`src/rtl/nmic_pkg.sv`:
```
// Shared types and constants of the nibble MCU instruction core.
`timescale 1ns / 1ps
`default_nettype none
package nmic_pkg;

  typedef enum logic [1:0] {
    MODE_EXEC  = 2'd0,
    MODE_IRQ   = 2'd1,
    MODE_TC    = 2'd2,
    MODE_RESET = 2'd3
  } mode_e;

  // flag_bits positions
  localparam int unsigned F_ST = 0;
  localparam int unsigned F_Z  = 1;
  localparam int unsigned F_C  = 2;
  localparam int unsigned F_V  = 3;
  localparam int unsigned F_S  = 4;
  localparam int unsigned F_N  = 5;

  // pending interrupt bits
  localparam int unsigned IRQ_SER = 0;
  localparam int unsigned IRQ_TMR = 1;
  localparam int unsigned IRQ_EXT = 2;

  // line latch bits
  localparam int unsigned L_TC  = 0;
  localparam int unsigned L_RST = 1;

  localparam logic [5:0] VEC_EXT = 6'h02;
  localparam logic [5:0] VEC_TMR = 6'h04;
  localparam logic [5:0] VEC_SER = 6'h06;

  localparam logic [1:0] SER_MODE_SHIFT = 2'b10;

  // first code of the direct-address exchange group (XD, then XYD)
  localparam logic [7:0] OP_XD = 8'h50;

  typedef struct packed {
    logic [3:0]       acc;
    logic [3:0]       x;
    logic [3:0]       y;
    logic [10:0]      pc;      // page in [10:6], offset in [5:0]
    logic [3:0][15:0] stack;
    logic [1:0]       sp;
    logic [5:0]       flags;
    logic [7:0]       pe;
    logic [7:0]       timer;
    logic [7:0]       presc;
    logic [3:0]       sshift;
    logic [7:0]       sbc;
    logic [2:0]       pend;
    logic [7:0]       olatch;
    logic [1:0]       lines;
  } state_t;

  localparam state_t STATE_RST = '{flags: 6'h01, default: '0};

  typedef struct packed {
    logic [10:0] next_address;
    logic [2:0]  cycles_used;
    logic        o_write;
    logic [7:0]  o_value;
    logic        p_write;
    logic [3:0]  p_value;
    logic        r_write;
    logic [1:0]  r_port;
    logic [3:0]  r_value;
    logic        status_flag;
    logic        interrupt_taken;
  } result_t;

endpackage
`default_nettype wire

```
`src/rtl/nmic_ram.sv`:
```
// Generic single-port-write, registered-read RAM.
`timescale 1ns / 1ps
`default_nettype none
module nmic_ram #(
  parameter int unsigned WIDTH = 4,
  parameter int unsigned DEPTH = 128
) (
  input  wire logic                     clk_i,
  input  wire logic                     we_i,
  input  wire logic [$clog2(DEPTH)-1:0] waddr_i,
  input  wire logic [WIDTH-1:0]         wdata_i,
  input  wire logic                     re_i,
  input  wire logic [$clog2(DEPTH)-1:0] raddr_i,
  output logic      [WIDTH-1:0]         rdata_o
);

  logic [WIDTH-1:0] mem_q [DEPTH];

  always_ff @(posedge clk_i) begin
    if (we_i) begin
      mem_q[waddr_i] <= wdata_i;
    end
    if (re_i) begin
      rdata_o <= mem_q[raddr_i];
    end
  end

endmodule
`default_nettype wire

```
`src/rtl/nmic_exec.sv`:
```
// Single-pass instruction and event execution: next state and result of one transaction.
`timescale 1ns / 1ps
`default_nettype none
module nmic_exec #(
  parameter int unsigned TIMER_PRESCALE    = 32,
  parameter int unsigned SERIAL_STOP_COUNT = 8,
  parameter int unsigned PROGRAM_ADDR_BITS = 11
) (
  input  wire logic                    pla_i,
  input  wire nmic_pkg::state_t        state_i,
  input  wire logic [1:0]              mode_i,
  input  wire logic [7:0]              opcode_i,
  input  wire logic [7:0]              operand_i,
  input  wire logic [3:0]              k_i,
  input  wire logic [15:0]             r_ports_i,
  input  wire logic [1:0]              serial_i,
  input  wire logic [1:0]              level_i,
  input  wire logic [3:0]              ram_rdata_i,
  output nmic_pkg::state_t             state_o,
  output nmic_pkg::result_t            result_o,
  output logic                         ram_we_o,
  output logic [3:0]                   ram_wdata_o
);

  localparam logic [7:0] OP_NOP  = 8'h00, OP_OUTO = 8'h01, OP_OUTP = 8'h02, OP_OUT  = 8'h03;
  localparam logic [7:0] OP_TAY  = 8'h04, OP_TATH = 8'h05, OP_TATL = 8'h06, OP_TAS  = 8'h07;
  localparam logic [7:0] OP_ICY  = 8'h08, OP_ICM  = 8'h09, OP_STIC = 8'h0a, OP_XM   = 8'h0b;
  localparam logic [7:0] OP_ROL  = 8'h0c, OP_LM   = 8'h0d, OP_ADC  = 8'h0e, OP_AND  = 8'h0f;
  localparam logic [7:0] OP_DAA  = 8'h10, OP_DAS  = 8'h11, OP_INK  = 8'h12, OP_IN   = 8'h13;
  localparam logic [7:0] OP_TYA  = 8'h14, OP_TTHA = 8'h15, OP_TTLA = 8'h16, OP_TSA  = 8'h17;
  localparam logic [7:0] OP_DCY  = 8'h18, OP_DCM  = 8'h19, OP_STDC = 8'h1a, OP_XX   = 8'h1b;
  localparam logic [7:0] OP_ROR  = 8'h1c, OP_ST   = 8'h1d, OP_SBC  = 8'h1e, OP_OR   = 8'h1f;
  localparam logic [7:0] OP_SETR = 8'h20, OP_SETC = 8'h21, OP_RSTR = 8'h22, OP_RSTC = 8'h23;
  localparam logic [7:0] OP_TSTR = 8'h24, OP_TSTI = 8'h25, OP_TSTV = 8'h26, OP_TSTS = 8'h27;
  localparam logic [7:0] OP_TSTC = 8'h28, OP_TSTZ = 8'h29, OP_STS  = 8'h2a, OP_LS   = 8'h2b;
  localparam logic [7:0] OP_RTS  = 8'h2c, OP_NEG  = 8'h2d, OP_CM   = 8'h2e, OP_EOR  = 8'h2f;
  localparam logic [7:0] OP_SBIT = 8'h30, OP_RBIT = 8'h34, OP_TBIT = 8'h38, OP_RTI  = 8'h3c;
  localparam logic [7:0] OP_JPA  = 8'h3d, OP_EN   = 8'h3e, OP_DIS  = 8'h3f;
  localparam logic [7:0] OP_SETD = 8'h40, OP_RSTD = 8'h44, OP_TSTD = 8'h48, OP_TBA  = 8'h4c;
  localparam logic [7:0] OP_XD   = 8'h50, OP_XYD  = 8'h54, OP_LXI  = 8'h58, OP_CALL = 8'h60;
  localparam logic [7:0] OP_JMP  = 8'h68, OP_ADDI = 8'h70, OP_LYI  = 8'h80, OP_LI   = 8'h90;
  localparam logic [7:0] OP_CYI  = 8'ha0, OP_CI   = 8'hb0;

  localparam logic [9:0]  PRE1  = 10'(TIMER_PRESCALE);
  localparam logic [9:0]  PRE2  = 10'(2 * TIMER_PRESCALE);
  localparam logic [7:0]  STOP  = 8'(SERIAL_STOP_COUNT);
  localparam logic [10:0] PMASK = 11'((1 << PROGRAM_ADDR_BITS) - 1);

  always_comb begin
    nmic_pkg::state_t  n;
    nmic_pkg::result_t r;
    logic [7:0]  op;
    logic [3:0]  a, y, rd, bitm, rsel, t4;
    logic        cf, fst0, high;
    logic [4:0]  t5;
    logic [2:0]  oc, hit;
    logic [15:0] pv;
    logic [9:0]  tp;
    logic [1:0]  ninc;
    logic [8:0]  tsum;

    n      = state_i;
    r      = '0;
    op     = opcode_i;
    a      = state_i.acc;
    y      = state_i.y;
    rd     = ram_rdata_i;
    cf     = state_i.flags[nmic_pkg::F_C];
    fst0   = state_i.flags[nmic_pkg::F_ST];
    high   = (level_i != 2'd0);
    bitm   = 4'b0001 << op[1:0];
    rsel   = r_ports_i[{y[3:2], 2'b00} +: 4];
    t4     = '0;
    t5     = '0;
    oc     = '0;
    hit    = '0;
    pv     = '0;
    tp     = '0;
    ninc   = '0;
    tsum   = '0;
    ram_we_o    = 1'b0;
    ram_wdata_o = '0;

    case (nmic_pkg::mode_e'(mode_i))
      nmic_pkg::MODE_EXEC: begin
        if (!state_i.lines[nmic_pkg::L_RST]) begin
          oc   = 3'd1;
          n.pc = state_i.pc + 11'd1;
          case (op) inside
            OP_NOP: n.flags[nmic_pkg::F_ST] = 1'b1;
            OP_OUTO: begin
              if (pla_i) begin
                if (cf) n.olatch[7:4] = a;
                else    n.olatch[3:0] = a;
              end else begin
                n.olatch = {3'b000, cf, a};
              end
              r.o_write = 1'b1;
              n.flags[nmic_pkg::F_ST] = 1'b1;
            end
            OP_OUTP: begin
              r.p_write = 1'b1;
              r.p_value = a;
              n.flags[nmic_pkg::F_ST] = 1'b1;
            end
            OP_OUT: begin
              r.r_write = 1'b1;
              r.r_port  = y[1:0];
              r.r_value = a;
              n.flags[nmic_pkg::F_ST] = 1'b1;
            end
            OP_TAY: begin
              n.y = a;
              n.flags[nmic_pkg::F_ST] = 1'b1;
            end
            OP_TATH: begin
              n.timer[7:4] = a;
              n.flags[nmic_pkg::F_ST] = 1'b1;
            end
            OP_TATL: begin
              n.timer[3:0] = a;
              n.flags[nmic_pkg::F_ST] = 1'b1;
            end
            OP_TAS: begin
              n.sshift = a;
              n.flags[nmic_pkg::F_ST] = 1'b1;
            end
            OP_ICY, OP_STIC: begin
              if (op == OP_STIC) begin
                ram_we_o    = 1'b1;
                ram_wdata_o = a;
              end
              t5 = {1'b0, y} + 5'd1;
              n.y = t5[3:0];
              n.flags[nmic_pkg::F_ST] = ~t5[4];
              n.flags[nmic_pkg::F_Z]  = (t5[3:0] == 4'd0);
            end
            OP_ICM, OP_DCM: begin
              t5 = (op == OP_ICM) ? ({1'b0, rd} + 5'd1) : ({1'b0, rd} - 5'd1);
              ram_we_o    = 1'b1;
              ram_wdata_o = t5[3:0];
              n.flags[nmic_pkg::F_ST] = ~t5[4];
              n.flags[nmic_pkg::F_Z]  = (t5[3:0] == 4'd0);
            end
            OP_XM: begin
              ram_we_o    = 1'b1;
              ram_wdata_o = a;
              n.acc = rd;
              n.flags[nmic_pkg::F_Z]  = (rd == 4'd0);
              n.flags[nmic_pkg::F_ST] = 1'b1;
            end
            OP_ROL, OP_ADC, OP_SBC, OP_ADDI: begin
              case (op) inside
                OP_ROL:  t5 = {a, cf};
                OP_ADC:  t5 = {1'b0, rd} + {1'b0, a} + {4'd0, cf};
                OP_SBC:  t5 = {1'b0, rd} - {1'b0, a} - {4'd0, cf};
                default: t5 = {1'b0, op[3:0]} + {1'b0, a};
              endcase
              n.acc = t5[3:0];
              n.flags[nmic_pkg::F_ST] = ~t5[4];
              n.flags[nmic_pkg::F_C]  = t5[4];
              n.flags[nmic_pkg::F_Z]  = (t5[3:0] == 4'd0);
            end
            [OP_ADDI + 8'd1 : OP_ADDI + 8'd15]: begin
              t5 = {1'b0, op[3:0]} + {1'b0, a};
              n.acc = t5[3:0];
              n.flags[nmic_pkg::F_ST] = ~t5[4];
              n.flags[nmic_pkg::F_C]  = t5[4];
              n.flags[nmic_pkg::F_Z]  = (t5[3:0] == 4'd0);
            end
            OP_LM, OP_INK, OP_IN, OP_TYA, OP_TTHA, OP_TTLA, OP_TSA: begin
              case (op) inside
                OP_LM:   t4 = rd;
                OP_INK:  t4 = k_i;
                OP_IN:   t4 = r_ports_i[{y[1:0], 2'b00} +: 4];
                OP_TYA:  t4 = y;
                OP_TTHA: t4 = state_i.timer[7:4];
                OP_TTLA: t4 = state_i.timer[3:0];
                default: t4 = state_i.sshift;
              endcase
              n.acc = t4;
              n.flags[nmic_pkg::F_Z]  = (t4 == 4'd0);
              n.flags[nmic_pkg::F_ST] = 1'b1;
            end
            OP_AND, OP_OR: begin
              t4 = (op == OP_AND) ? (a & rd) : (a | rd);
              n.acc = t4;
              n.flags[nmic_pkg::F_Z]  = (t4 == 4'd0);
              n.flags[nmic_pkg::F_ST] = (t4 != 4'd0);
            end
            OP_DAA, OP_DAS: begin
              t5 = {1'b0, a};
              if (cf || a > 4'd9) begin
                t5 = {1'b0, a} + ((op == OP_DAA) ? 5'd6 : 5'd10);
              end
              n.acc = t5[3:0];
              n.flags[nmic_pkg::F_ST] = ~t5[4];
              n.flags[nmic_pkg::F_C]  = t5[4];
            end
            OP_DCY: begin
              t5 = {1'b0, y} - 5'd1;
              n.y = t5[3:0];
              n.flags[nmic_pkg::F_ST] = ~t5[4];
            end
            OP_STDC: begin
              ram_we_o    = 1'b1;
              ram_wdata_o = a;
              t5 = {1'b0, y} - 5'd1;
              n.y = t5[3:0];
              n.flags[nmic_pkg::F_ST] = ~t5[4];
              n.flags[nmic_pkg::F_Z]  = (t5[3:0] == 4'd0);
            end
            OP_XX: begin
              n.acc = state_i.x;
              n.x   = a;
              n.flags[nmic_pkg::F_Z]  = (state_i.x == 4'd0);
              n.flags[nmic_pkg::F_ST] = 1'b1;
            end
            OP_ROR: begin
              t4 = {cf, a[3:1]};
              n.acc = t4;
              n.flags[nmic_pkg::F_ST] = ~a[0];
              n.flags[nmic_pkg::F_C]  = a[0];
              n.flags[nmic_pkg::F_Z]  = (t4 == 4'd0);
            end
            OP_ST: begin
              ram_we_o    = 1'b1;
              ram_wdata_o = a;
              n.flags[nmic_pkg::F_ST] = 1'b1;
            end
            OP_SETR, OP_RSTR: begin
              r.r_write = 1'b1;
              r.r_port  = y[3:2];
              r.r_value = (op == OP_SETR) ? (rsel | (4'b0001 << y[1:0]))
                                          : (rsel & ~(4'b0001 << y[1:0]));
              n.flags[nmic_pkg::F_ST] = 1'b1;
            end
            OP_SETC, OP_RSTC: begin
              n.flags[nmic_pkg::F_C]  = (op == OP_SETC);
              n.flags[nmic_pkg::F_ST] = 1'b1;
            end
            OP_TSTR: n.flags[nmic_pkg::F_ST] = ~rsel[y[1:0]];
            OP_TSTI: n.flags[nmic_pkg::F_ST] = ~state_i.flags[nmic_pkg::F_N];
            OP_TSTV: begin
              n.flags[nmic_pkg::F_ST] = ~state_i.flags[nmic_pkg::F_V];
              n.flags[nmic_pkg::F_V]  = 1'b0;
            end
            OP_TSTS: begin
              n.flags[nmic_pkg::F_ST] = ~state_i.flags[nmic_pkg::F_S];
              if (state_i.flags[nmic_pkg::F_S]) n.sbc = '0;
              n.flags[nmic_pkg::F_S] = 1'b0;
            end
            OP_TSTC: n.flags[nmic_pkg::F_ST] = ~cf;
            OP_TSTZ: n.flags[nmic_pkg::F_ST] = ~state_i.flags[nmic_pkg::F_Z];
            OP_STS: begin
              ram_we_o    = 1'b1;
              ram_wdata_o = state_i.sshift;
              n.flags[nmic_pkg::F_Z]  = (state_i.sshift == 4'd0);
              n.flags[nmic_pkg::F_ST] = 1'b1;
            end
            OP_LS: begin
              n.sshift = rd;
              n.flags[nmic_pkg::F_Z]  = (rd == 4'd0);
              n.flags[nmic_pkg::F_ST] = 1'b1;
            end
            OP_RTS, OP_RTI: begin
              n.sp = state_i.sp - 2'd1;
              pv   = state_i.stack[n.sp];
              n.pc = pv[10:0];
              if (op == OP_RTI) begin
                n.flags[nmic_pkg::F_ST] = pv[13];
                n.flags[nmic_pkg::F_Z]  = pv[14];
                n.flags[nmic_pkg::F_C]  = pv[15];
              end else begin
                n.flags[nmic_pkg::F_ST] = 1'b1;
              end
            end
            OP_NEG: begin
              t4 = 4'd0 - a;
              n.acc = t4;
              n.flags[nmic_pkg::F_ST] = (t4 != 4'd0);
            end
            OP_CM: begin
              t5 = {1'b0, rd} - {1'b0, a};
              n.flags[nmic_pkg::F_C]  = t5[4];
              n.flags[nmic_pkg::F_ST] = (t5[3:0] != 4'd0);
              n.flags[nmic_pkg::F_Z]  = (t5[3:0] == 4'd0);
            end
            OP_EOR: begin
              t4 = a ^ rd;
              n.acc = t4;
              n.flags[nmic_pkg::F_ST] = (t4 != 4'd0);
              n.flags[nmic_pkg::F_Z]  = (t4 == 4'd0);
            end
            [OP_SBIT : OP_SBIT + 8'd3]: begin
              ram_we_o    = 1'b1;
              ram_wdata_o = rd | bitm;
              n.flags[nmic_pkg::F_ST] = 1'b1;
            end
            [OP_RBIT : OP_RBIT + 8'd3]: begin
              ram_we_o    = 1'b1;
              ram_wdata_o = rd & ~bitm;
              n.flags[nmic_pkg::F_ST] = 1'b1;
            end
            [OP_TBIT : OP_TBIT + 8'd3]: n.flags[nmic_pkg::F_ST] = ((rd & bitm) == 4'd0);
            OP_JPA: begin
              n.pc = {operand_i[4:0], a, 2'b00};
              oc   = 3'd2;
              n.flags[nmic_pkg::F_ST] = 1'b1;
            end
            OP_EN, OP_DIS: begin
              n.pe = (op == OP_EN) ? (state_i.pe | operand_i) : (state_i.pe & ~operand_i);
              n.pc = state_i.pc + 11'd2;
              oc   = 3'd2;
              n.flags[nmic_pkg::F_ST] = 1'b1;
            end
            [OP_SETD : OP_SETD + 8'd3], [OP_RSTD : OP_RSTD + 8'd3]: begin
              r.r_write = 1'b1;
              r.r_port  = 2'd0;
              r.r_value = (op < OP_RSTD) ? (r_ports_i[3:0] | bitm) : (r_ports_i[3:0] & ~bitm);
              n.flags[nmic_pkg::F_ST] = 1'b1;
            end
            [OP_TSTD : OP_TSTD + 8'd3]:
              n.flags[nmic_pkg::F_ST] = ((r_ports_i[11:8] & bitm) == 4'd0);
            [OP_TBA : OP_TBA + 8'd3]: n.flags[nmic_pkg::F_ST] = ((a & bitm) == 4'd0);
            [OP_XD : OP_XD + 8'd3]: begin
              ram_we_o    = 1'b1;
              ram_wdata_o = a;
              n.acc = rd;
              n.flags[nmic_pkg::F_Z]  = (rd == 4'd0);
              n.flags[nmic_pkg::F_ST] = 1'b1;
            end
            [OP_XYD : OP_XYD + 8'd3]: begin
              ram_we_o    = 1'b1;
              ram_wdata_o = y;
              n.y = rd;
              n.flags[nmic_pkg::F_Z]  = (rd == 4'd0);
              n.flags[nmic_pkg::F_ST] = 1'b1;
            end
            [OP_LXI : OP_LXI + 8'd7]: begin
              n.x = {1'b0, op[2:0]};
              n.flags[nmic_pkg::F_Z]  = (op[2:0] == 3'd0);
              n.flags[nmic_pkg::F_ST] = 1'b1;
            end
            [OP_CALL : OP_JMP + 8'd7]: begin
              n.pc = state_i.pc + 11'd2;
              oc   = 3'd2;
              if (fst0) begin
                if (op < OP_JMP) begin
                  n.stack[n.sp] = {5'd0, n.pc};
                  n.sp          = n.sp + 2'd1;
                end
                n.pc = {op[2:0], operand_i};
              end
              n.flags[nmic_pkg::F_ST] = 1'b1;
            end
            [OP_LYI : OP_LI + 8'd15]: begin
              if (op < OP_LI) n.y   = op[3:0];
              else            n.acc = op[3:0];
              n.flags[nmic_pkg::F_Z]  = (op[3:0] == 4'd0);
              n.flags[nmic_pkg::F_ST] = 1'b1;
            end
            [OP_CYI : OP_CI + 8'd15]: begin
              t5 = {1'b0, op[3:0]} - {1'b0, (op < OP_CI) ? y : a};
              n.flags[nmic_pkg::F_C]  = t5[4];
              n.flags[nmic_pkg::F_ST] = (t5[3:0] != 4'd0);
              n.flags[nmic_pkg::F_Z]  = (t5[3:0] == 4'd0);
            end
            default: begin
              // short jump within the page, taken on status set
              if (fst0) n.pc[5:0] = op[5:0];
              n.flags[nmic_pkg::F_ST] = 1'b1;
            end
          endcase

          // internal timer: at most two prescaler wraps per instruction
          if (n.pe[7]) begin
            tp = {2'b00, n.presc} + {7'd0, oc};
            if (tp >= PRE2) begin
              ninc = 2'd2;
              tp   = tp - PRE2;
            end else if (tp >= PRE1) begin
              ninc = 2'd1;
              tp   = tp - PRE1;
            end
            n.presc = tp[7:0];
            tsum    = {1'b0, n.timer} + {7'd0, ninc};
            n.timer = tsum[7:0];
            if (tsum[8]) begin
              n.flags[nmic_pkg::F_V]         = 1'b1;
              n.pend[nmic_pkg::IRQ_TMR]      = 1'b1;
            end
          end

          if (n.pe[5:4] == nmic_pkg::SER_MODE_SHIFT) begin
            for (int i = 0; i < 2; i++) begin
              if (3'(i) < oc) begin
                n.sbc = n.sbc + 8'd1;
                if (n.sbc < STOP && !n.flags[nmic_pkg::F_S]) begin
                  n.sshift = {serial_i[i], n.sshift[3:1]};
                  if (n.sbc >= 8'd4) begin
                    n.flags[nmic_pkg::F_S]    = 1'b1;
                    n.pend[nmic_pkg::IRQ_SER] = 1'b1;
                  end
                end
              end
            end
          end

          hit = n.pend & n.pe[2:0];
          if (hit != 3'd0) begin
            n.stack[n.sp] = {n.flags[nmic_pkg::F_C], n.flags[nmic_pkg::F_Z],
                             n.flags[nmic_pkg::F_ST], 2'b00, n.pc};
            n.sp = n.sp + 2'd1;
            if (hit[nmic_pkg::IRQ_EXT])      n.pc = {5'd0, nmic_pkg::VEC_EXT};
            else if (hit[nmic_pkg::IRQ_TMR]) n.pc = {5'd0, nmic_pkg::VEC_TMR};
            else                             n.pc = {5'd0, nmic_pkg::VEC_SER};
            n.flags[nmic_pkg::F_ST] = 1'b1;
            n.pend = '0;
            r.interrupt_taken = 1'b1;
            oc = oc + 3'd3;
          end
        end
      end
      nmic_pkg::MODE_IRQ: begin
        if (state_i.pe[nmic_pkg::IRQ_EXT] && !state_i.flags[nmic_pkg::F_N] && high) begin
          n.pend[nmic_pkg::IRQ_EXT] = 1'b1;
        end
        // a pulse sets the request but leaves the line low
        n.flags[nmic_pkg::F_N] = high && (level_i != 2'd2);
      end
      nmic_pkg::MODE_TC: begin
        if (state_i.lines[nmic_pkg::L_TC] && !high && state_i.pe[6]) begin
          tsum    = {1'b0, state_i.timer} + 9'd1;
          n.timer = tsum[7:0];
          if (tsum[8]) begin
            n.flags[nmic_pkg::F_V]    = 1'b1;
            n.pend[nmic_pkg::IRQ_TMR] = 1'b1;
          end
        end
        n.lines[nmic_pkg::L_TC] = high;
      end
      default: begin
        if (state_i.lines[nmic_pkg::L_RST] && !high) n = nmic_pkg::STATE_RST;
        n.lines[nmic_pkg::L_RST] = high;
      end
    endcase

    r.next_address = n.pc & PMASK;
    r.cycles_used  = oc;
    r.o_value      = n.olatch;
    r.status_flag  = n.flags[nmic_pkg::F_ST];
    state_o  = n;
    result_o = r;
  end

endmodule
`default_nettype wire

```
`src/rtl/nibble_mcu_instruction_core.sv`:
```
// Top level of the nibble MCU instruction core: input stage, data RAM, state and result register.
//
// Channel  Direction  Handshake                 Payload
// in       input      in_valid_i / in_stall_o   mode, opcode, operand, k_in, r_ports_in,
//                                               serial_in_bits, line_level
// out      output     out_valid_o / out_stall_i next_address .. interrupt_taken
// cfg      input      cfg_valid_i / cfg_ready_o pla_eight_bit (cfg_data_i)
//
// One transaction per cycle while the output is not stalled; each passes the input register, then the
// execute logic into the result register. The data RAM read is issued as a transaction
// is taken, with X/Y forwarded from the instruction executing in the same cycle.
// Reset needs no RAM sweep: per-entry valid bits make unwritten words read as zero.
// A stalled result holds the input stage; the input stage still takes a transaction
// while empty or while its occupant moves on.
`timescale 1ns / 1ps
`default_nettype none
module nibble_mcu_instruction_core #(
  parameter int unsigned DATA_ADDR_BITS    = 7,
  parameter int unsigned PROGRAM_ADDR_BITS = 11,
  parameter int unsigned TIMER_PRESCALE    = 32,
  parameter int unsigned SERIAL_STOP_COUNT = 8
) (
  input  wire logic        clk_i,
  input  wire logic        rst_ni,
  input  wire logic        cfg_valid_i,
  output logic             cfg_ready_o,
  input  wire logic        cfg_data_i,
  input  wire logic        in_valid_i,
  output logic             in_stall_o,
  input  wire logic [1:0]  mode_i,
  input  wire logic [7:0]  opcode_i,
  input  wire logic [7:0]  operand_i,
  input  wire logic [3:0]  k_in_i,
  input  wire logic [15:0] r_ports_in_i,
  input  wire logic [1:0]  serial_in_bits_i,
  input  wire logic [1:0]  line_level_i,
  output logic             out_valid_o,
  input  wire logic        out_stall_i,
  output logic [10:0]      next_address_o,
  output logic [2:0]       cycles_used_o,
  output logic             o_write_o,
  output logic [7:0]       o_value_o,
  output logic             p_write_o,
  output logic [3:0]       p_value_o,
  output logic             r_write_o,
  output logic [1:0]       r_port_o,
  output logic [3:0]       r_value_o,
  output logic             status_flag_o,
  output logic             interrupt_taken_o
);

  localparam int unsigned AW    = DATA_ADDR_BITS;
  localparam int unsigned DEPTH = 1 << DATA_ADDR_BITS;

  logic pla_q;

  logic        in_valid_q;
  logic [1:0]  mode_q, level_q, serial_q;
  logic [7:0]  opcode_q, operand_q;
  logic [3:0]  k_q;
  logic [15:0] rports_q;
  logic [AW-1:0] addr_q;

  nmic_pkg::state_t  state_q, state_d;
  nmic_pkg::result_t res_d, res_q;
  logic              out_valid_q;

  logic          adv, exec_fire, in_accept;
  logic          ram_we, exec_we;
  logic [3:0]    exec_wdata, ram_rdata, rdata_eff;
  logic [AW-1:0] raddr;
  logic [3:0]    x_fwd, y_fwd;
  logic [DEPTH-1:0] vld_q;
  logic          rd_vld_q, byp_hit_q;
  logic [3:0]    byp_data_q;

  assign cfg_ready_o = 1'b1;

  always_ff @(posedge clk_i or negedge rst_ni) begin
    if (!rst_ni) begin
      pla_q <= 1'b0;
    end else if (cfg_valid_i && cfg_ready_o) begin
      pla_q <= cfg_data_i;
    end
  end

  assign adv        = !out_valid_q || !out_stall_i;
  assign exec_fire  = in_valid_q && adv;
  assign in_stall_o = in_valid_q && !adv;
  assign in_accept  = in_valid_i && !in_stall_o;

  assign x_fwd = exec_fire ? state_d.x : state_q.x;
  assign y_fwd = exec_fire ? state_d.y : state_q.y;
  // direct-address exchanges use the low opcode bits, everything else X:Y
  assign raddr = (opcode_i[7:3] == nmic_pkg::OP_XD[7:3]) ? AW'(opcode_i[2:0])
                                                          : AW'({x_fwd, y_fwd});

  always_ff @(posedge clk_i or negedge rst_ni) begin
    if (!rst_ni) begin
      in_valid_q <= 1'b0;
    end else if (in_accept) begin
      in_valid_q <= 1'b1;
    end else if (exec_fire) begin
      in_valid_q <= 1'b0;
    end
  end

  always_ff @(posedge clk_i) begin
    if (in_accept) begin
      mode_q     <= mode_i;
      opcode_q   <= opcode_i;
      operand_q  <= operand_i;
      k_q        <= k_in_i;
      rports_q   <= r_ports_in_i;
      serial_q   <= serial_in_bits_i;
      level_q    <= line_level_i;
      addr_q     <= raddr;
      rd_vld_q   <= vld_q[raddr];
      byp_hit_q  <= ram_we && (addr_q == raddr);
      byp_data_q <= exec_wdata;
    end
  end

  assign ram_we    = exec_fire && exec_we;
  assign rdata_eff = byp_hit_q ? byp_data_q : (rd_vld_q ? ram_rdata : 4'd0);

  always_ff @(posedge clk_i or negedge rst_ni) begin
    if (!rst_ni) begin
      vld_q <= '0;
    end else if (ram_we) begin
      vld_q[addr_q] <= 1'b1;
    end
  end

  nmic_ram #(
    .WIDTH(4),
    .DEPTH(DEPTH)
  ) u_ram (
    .clk_i  (clk_i),
    .we_i   (ram_we),
    .waddr_i(addr_q),
    .wdata_i(exec_wdata),
    .re_i   (in_accept),
    .raddr_i(raddr),
    .rdata_o(ram_rdata)
  );

  nmic_exec #(
    .TIMER_PRESCALE   (TIMER_PRESCALE),
    .SERIAL_STOP_COUNT(SERIAL_STOP_COUNT),
    .PROGRAM_ADDR_BITS(PROGRAM_ADDR_BITS)
  ) u_exec (
    .pla_i      (pla_q),
    .state_i    (state_q),
    .mode_i     (mode_q),
    .opcode_i   (opcode_q),
    .operand_i  (operand_q),
    .k_i        (k_q),
    .r_ports_i  (rports_q),
    .serial_i   (serial_q),
    .level_i    (level_q),
    .ram_rdata_i(rdata_eff),
    .state_o    (state_d),
    .result_o   (res_d),
    .ram_we_o   (exec_we),
    .ram_wdata_o(exec_wdata)
  );

  always_ff @(posedge clk_i or negedge rst_ni) begin
    if (!rst_ni) begin
      state_q     <= nmic_pkg::STATE_RST;
      out_valid_q <= 1'b0;
    end else begin
      if (exec_fire) state_q <= state_d;
      if (adv) out_valid_q <= in_valid_q;
    end
  end

  always_ff @(posedge clk_i) begin
    if (exec_fire) begin
      res_q <= res_d;
    end
  end

  assign out_valid_o       = out_valid_q;
  assign next_address_o    = res_q.next_address;
  assign cycles_used_o     = res_q.cycles_used;
  assign o_write_o         = res_q.o_write;
  assign o_value_o         = res_q.o_value;
  assign p_write_o         = res_q.p_write;
  assign p_value_o         = res_q.p_value;
  assign r_write_o         = res_q.r_write;
  assign r_port_o          = res_q.r_port;
  assign r_value_o         = res_q.r_value;
  assign status_flag_o     = res_q.status_flag;
  assign interrupt_taken_o = res_q.interrupt_taken;

endmodule
`default_nettype wire
```
`config.mk`:
```
export PLATFORM = sky130hd
export DESIGN_NAME = nibble_mcu_instruction_core
export DESIGN_NICKNAME = d
export VERILOG_FILES = /design/src/rtl/nmic_pkg.sv /design/src/rtl/nmic_ram.sv /design/src/rtl/nmic_exec.sv /design/src/rtl/nibble_mcu_instruction_core.sv
export SDC_FILE = /design/constraint.sdc
export NUM_CORES = 2
export LEC_CHECK = 0
export BUFFER_PORTS_ARGS = -buffer_cell sky130_fd_sc_hd__buf_2
export CORE_MARGIN = 1
export CORE_UTILIZATION = 60
export CTS_CLUSTER_SIZE = 30
export DETAILED_ROUTE_END_ITERATION = 10
export PLACE_DENSITY_LB_ADDON = 0.2
export SKIP_CTS_REPAIR_TIMING = 1
export SLEW_MARGIN = 20
export SYNTH_ARGS = -nofsm -noshare
export SYNTH_HDL_FRONTEND = slang
export SYNTH_HIERARCHICAL = 1
export SYNTH_SLANG_ARGS = --single-unit
export TNS_END_PERCENT = 5
```
`constraint.sdc`:
```
create_clock -name clk_i -period 16.85 [get_ports clk_i]
set_input_delay 3.37 -clock clk_i [delete_from_list [all_inputs] [get_ports clk_i]]
set_output_delay 3.37 -clock clk_i [all_outputs]
set_load 0.01 [all_outputs]
```
==> results_dict.tcl <==
set metrics [dict create \
    die_area_um2 79500 \
    rsz0062_at_grt "false" \
    antenna_found_initial 4 \
    firstDrtPassIters 9 \
    synth.cell_area_um2 47000 \
    htree_levels 3 \
    root_buffer "clkbuf_16" \
    max_freq_mhz 115 \
    dp.final_hpwl_mm 97.9 \
    n_fill_cell 5636 \
    status "finished, final reports clean" \
    min_path_cells 1 \
    routed_via_density 7.24 \
    drc 0 \
    drt_first_iter_violations 5043 \
    grt_pass1_wl_mm 226 \
    yosysWarningCount 6 \
    worstRegToRegCells 16 \
    worstSetupPathType "in -> reg" \
    cts_buffers 88 \
    worstPathRequired_ns 17.28 \
    gp_congestion 1.04 \
    p_leak_uw 0.0192 \
    stdcell_area_um2 51600 \
    drv_slew 0 \
    seq_area_um2 24900 \
    ant_nets 0 \
    path_clk_slew_ns 0.07 \
    power_density_nw_per_um2 101 \
    critPathMaxFanout 59 \
    syn2layout_area_growth_pct 9.71 \
    intPower_uw 3830 \
    hp-class "reg -> reg" \
    pwr-share-comb_pct 12.0 \
    start_util_pct 60.7 \
    grt_usage_pct 38.7 \
    multi_input_area_um2 20500 \
    synthCells 3916 \
    first_global_vias 33700 \
    worstMarginPinSlew_ns 1.21 \
    fin_util_pct 66.6 \
    power_frac_seq_pct 45.5 \
    clk-insertion-delay-late_ns 0.70 \
    wl_per_cell_um 30.7 \
    grt_start_max_net_pins 161 \
    fin_nets 3992 \
    sw_frac_of_total_pct 26.6 \
    grt_overflow 0 \
    dpl.cell_count 4825 \
    clockPowerShare_pct 42.5 \
    core-area_um2 77500 \
    switchingPower_uw 1380 \
    numClockSinks 874 \
    final-setup-viol-count 0 \
    fp.dieH_um 282 \
    portBuffers 86 \
    syn_avg_cell_area_um2 12.0 \
    period_share_pct 51.8 \
    cts_tree "built" \
    fin_tns_setup_ns 0 \
    row_count 102 \
    critPathLaunchType "input pin" \
    routed_wl_mm 153 \
    period_minus_slack_ns 8.73 \
    synth_nets 4032 \
    routed-via-count 36200 \
    relSlewSlack_pct 18.3 \
    finalHoldViolations 0 \
    hold-worst-slack_ns 0.469 \
    cp.arrival_ns 9.16 \
    cts.path.max_buffers 3 \
    dpl_cell_area_um2 48300 \
    drive_above_1_share_pct 18.7 \
    cap_violations 0 \
    num_io_pins 88 \
    crit_path_end_kind "flop" \
    final_cells 4995 \
    finClkSkew_ns 0.0494 \
    die_x_um 282 \
    ir_worst_vdd_uv 103 \
]
registers in the layout, indices dropped and copies added (netlist names), 3 cells and up:
name and cells:
byp_data_q 4, r_value_o 4, opcode_q 8, vld_q 128, cycles_used_o 3, u_ram/mem_q 512
p_value_o 4, o_value_o 8, state_q 135, k_q 4, rports_q 16, operand_q 8
next_address_o 11, u_ram/rdata_o 4, addr_q 7
power groups by stage:
stage	registers, uW	clock network [uW]	logic, uW
2_1_floorplan	2380	0	414
3_3_place_gp	2410	0	598
3_5_place_dp	2410	0	602
4_1_cts	2370	2230	606
5_1_grt	2370	2310	656
6_report	2370	2210	627
worst max-delay path, cell delays in order:
cell	delay [ns]
buf_2	0.10
nand4bb_1	0.51
nor2_1	0.84
o21ai_4	0.10
buf_4	0.29
inv_8	0.44
buf_6	0.65
buf_6	0.67
mux4_2	0.61
mux4_2	0.55
mux4_2	0.52
mux2_2	0.30
path summary, 6_finish.rpt:
check	startpoint	end	slack, ns
max	opcode_i[7]	u_ram/rdata_o[1]	8.12
min	vld_q[50]	vld_q[50]	0.47
max reg2reg	opcode_q[4]	state_q[91]	8.73
min reg2reg	vld_q[50]	vld_q[50]	0.47
max in group asynchronous	rst_ni	vld_q[34]	12.55
min in group asynchronous	rst_ni	state_q[140]	2.77
layout by cell type, fill, tap and decap left out, drive strengths merged, types with 47 or more instances in the layout:
| cell type | n |
|---|---|
| o21bai | 123 |
| mux2 | 157 |
| o21ai | 185 |
| mux4 | 201 |
| nand3 | 97 |
| ha | 59 |
| clkbuf | 102 |
| nor2 | 352 |
| inv | 75 |
| dfrtp | 265 |
| a21oi | 183 |
| xnor2 | 47 |
| nand2 | 314 |
| o211ai | 52 |
| a22oi | 54 |
| edfxtp | 608 |
| buf | 186 |
| mux2i | 61 |
| nor3 | 95 |
per-layer routing:
metal  vias up  track usage, %  part of all wire (%)
li1      15000               -                     -
met1     17900            54.4                    38
met2      2670            57.1                    44
met3       552            8.89                    12
met4         0            18.7                   5.5
met5         -               0                     0
layout make-up:
type                    count  share of cell area [%]
repair buffers            186                    2.39
well taps                1040                    2.52
clock buffers             102                    4.41
diodes                      4                  0.0194
inverters                  78                   0.587
multi-input cells        2648                    39.8
flip-flops and latches    874                    48.3
clock inverters            63                    1.95
through the flow:
step	setup WS [ns]	total power, uW
global route	7.75	5340
CTS	7.63	5200
finish	8.12	5210
detailed placement	7.00	3010
global placement	7.13	3010
floorplan	7.96	2800
Power figures use the tool's default switching activity.
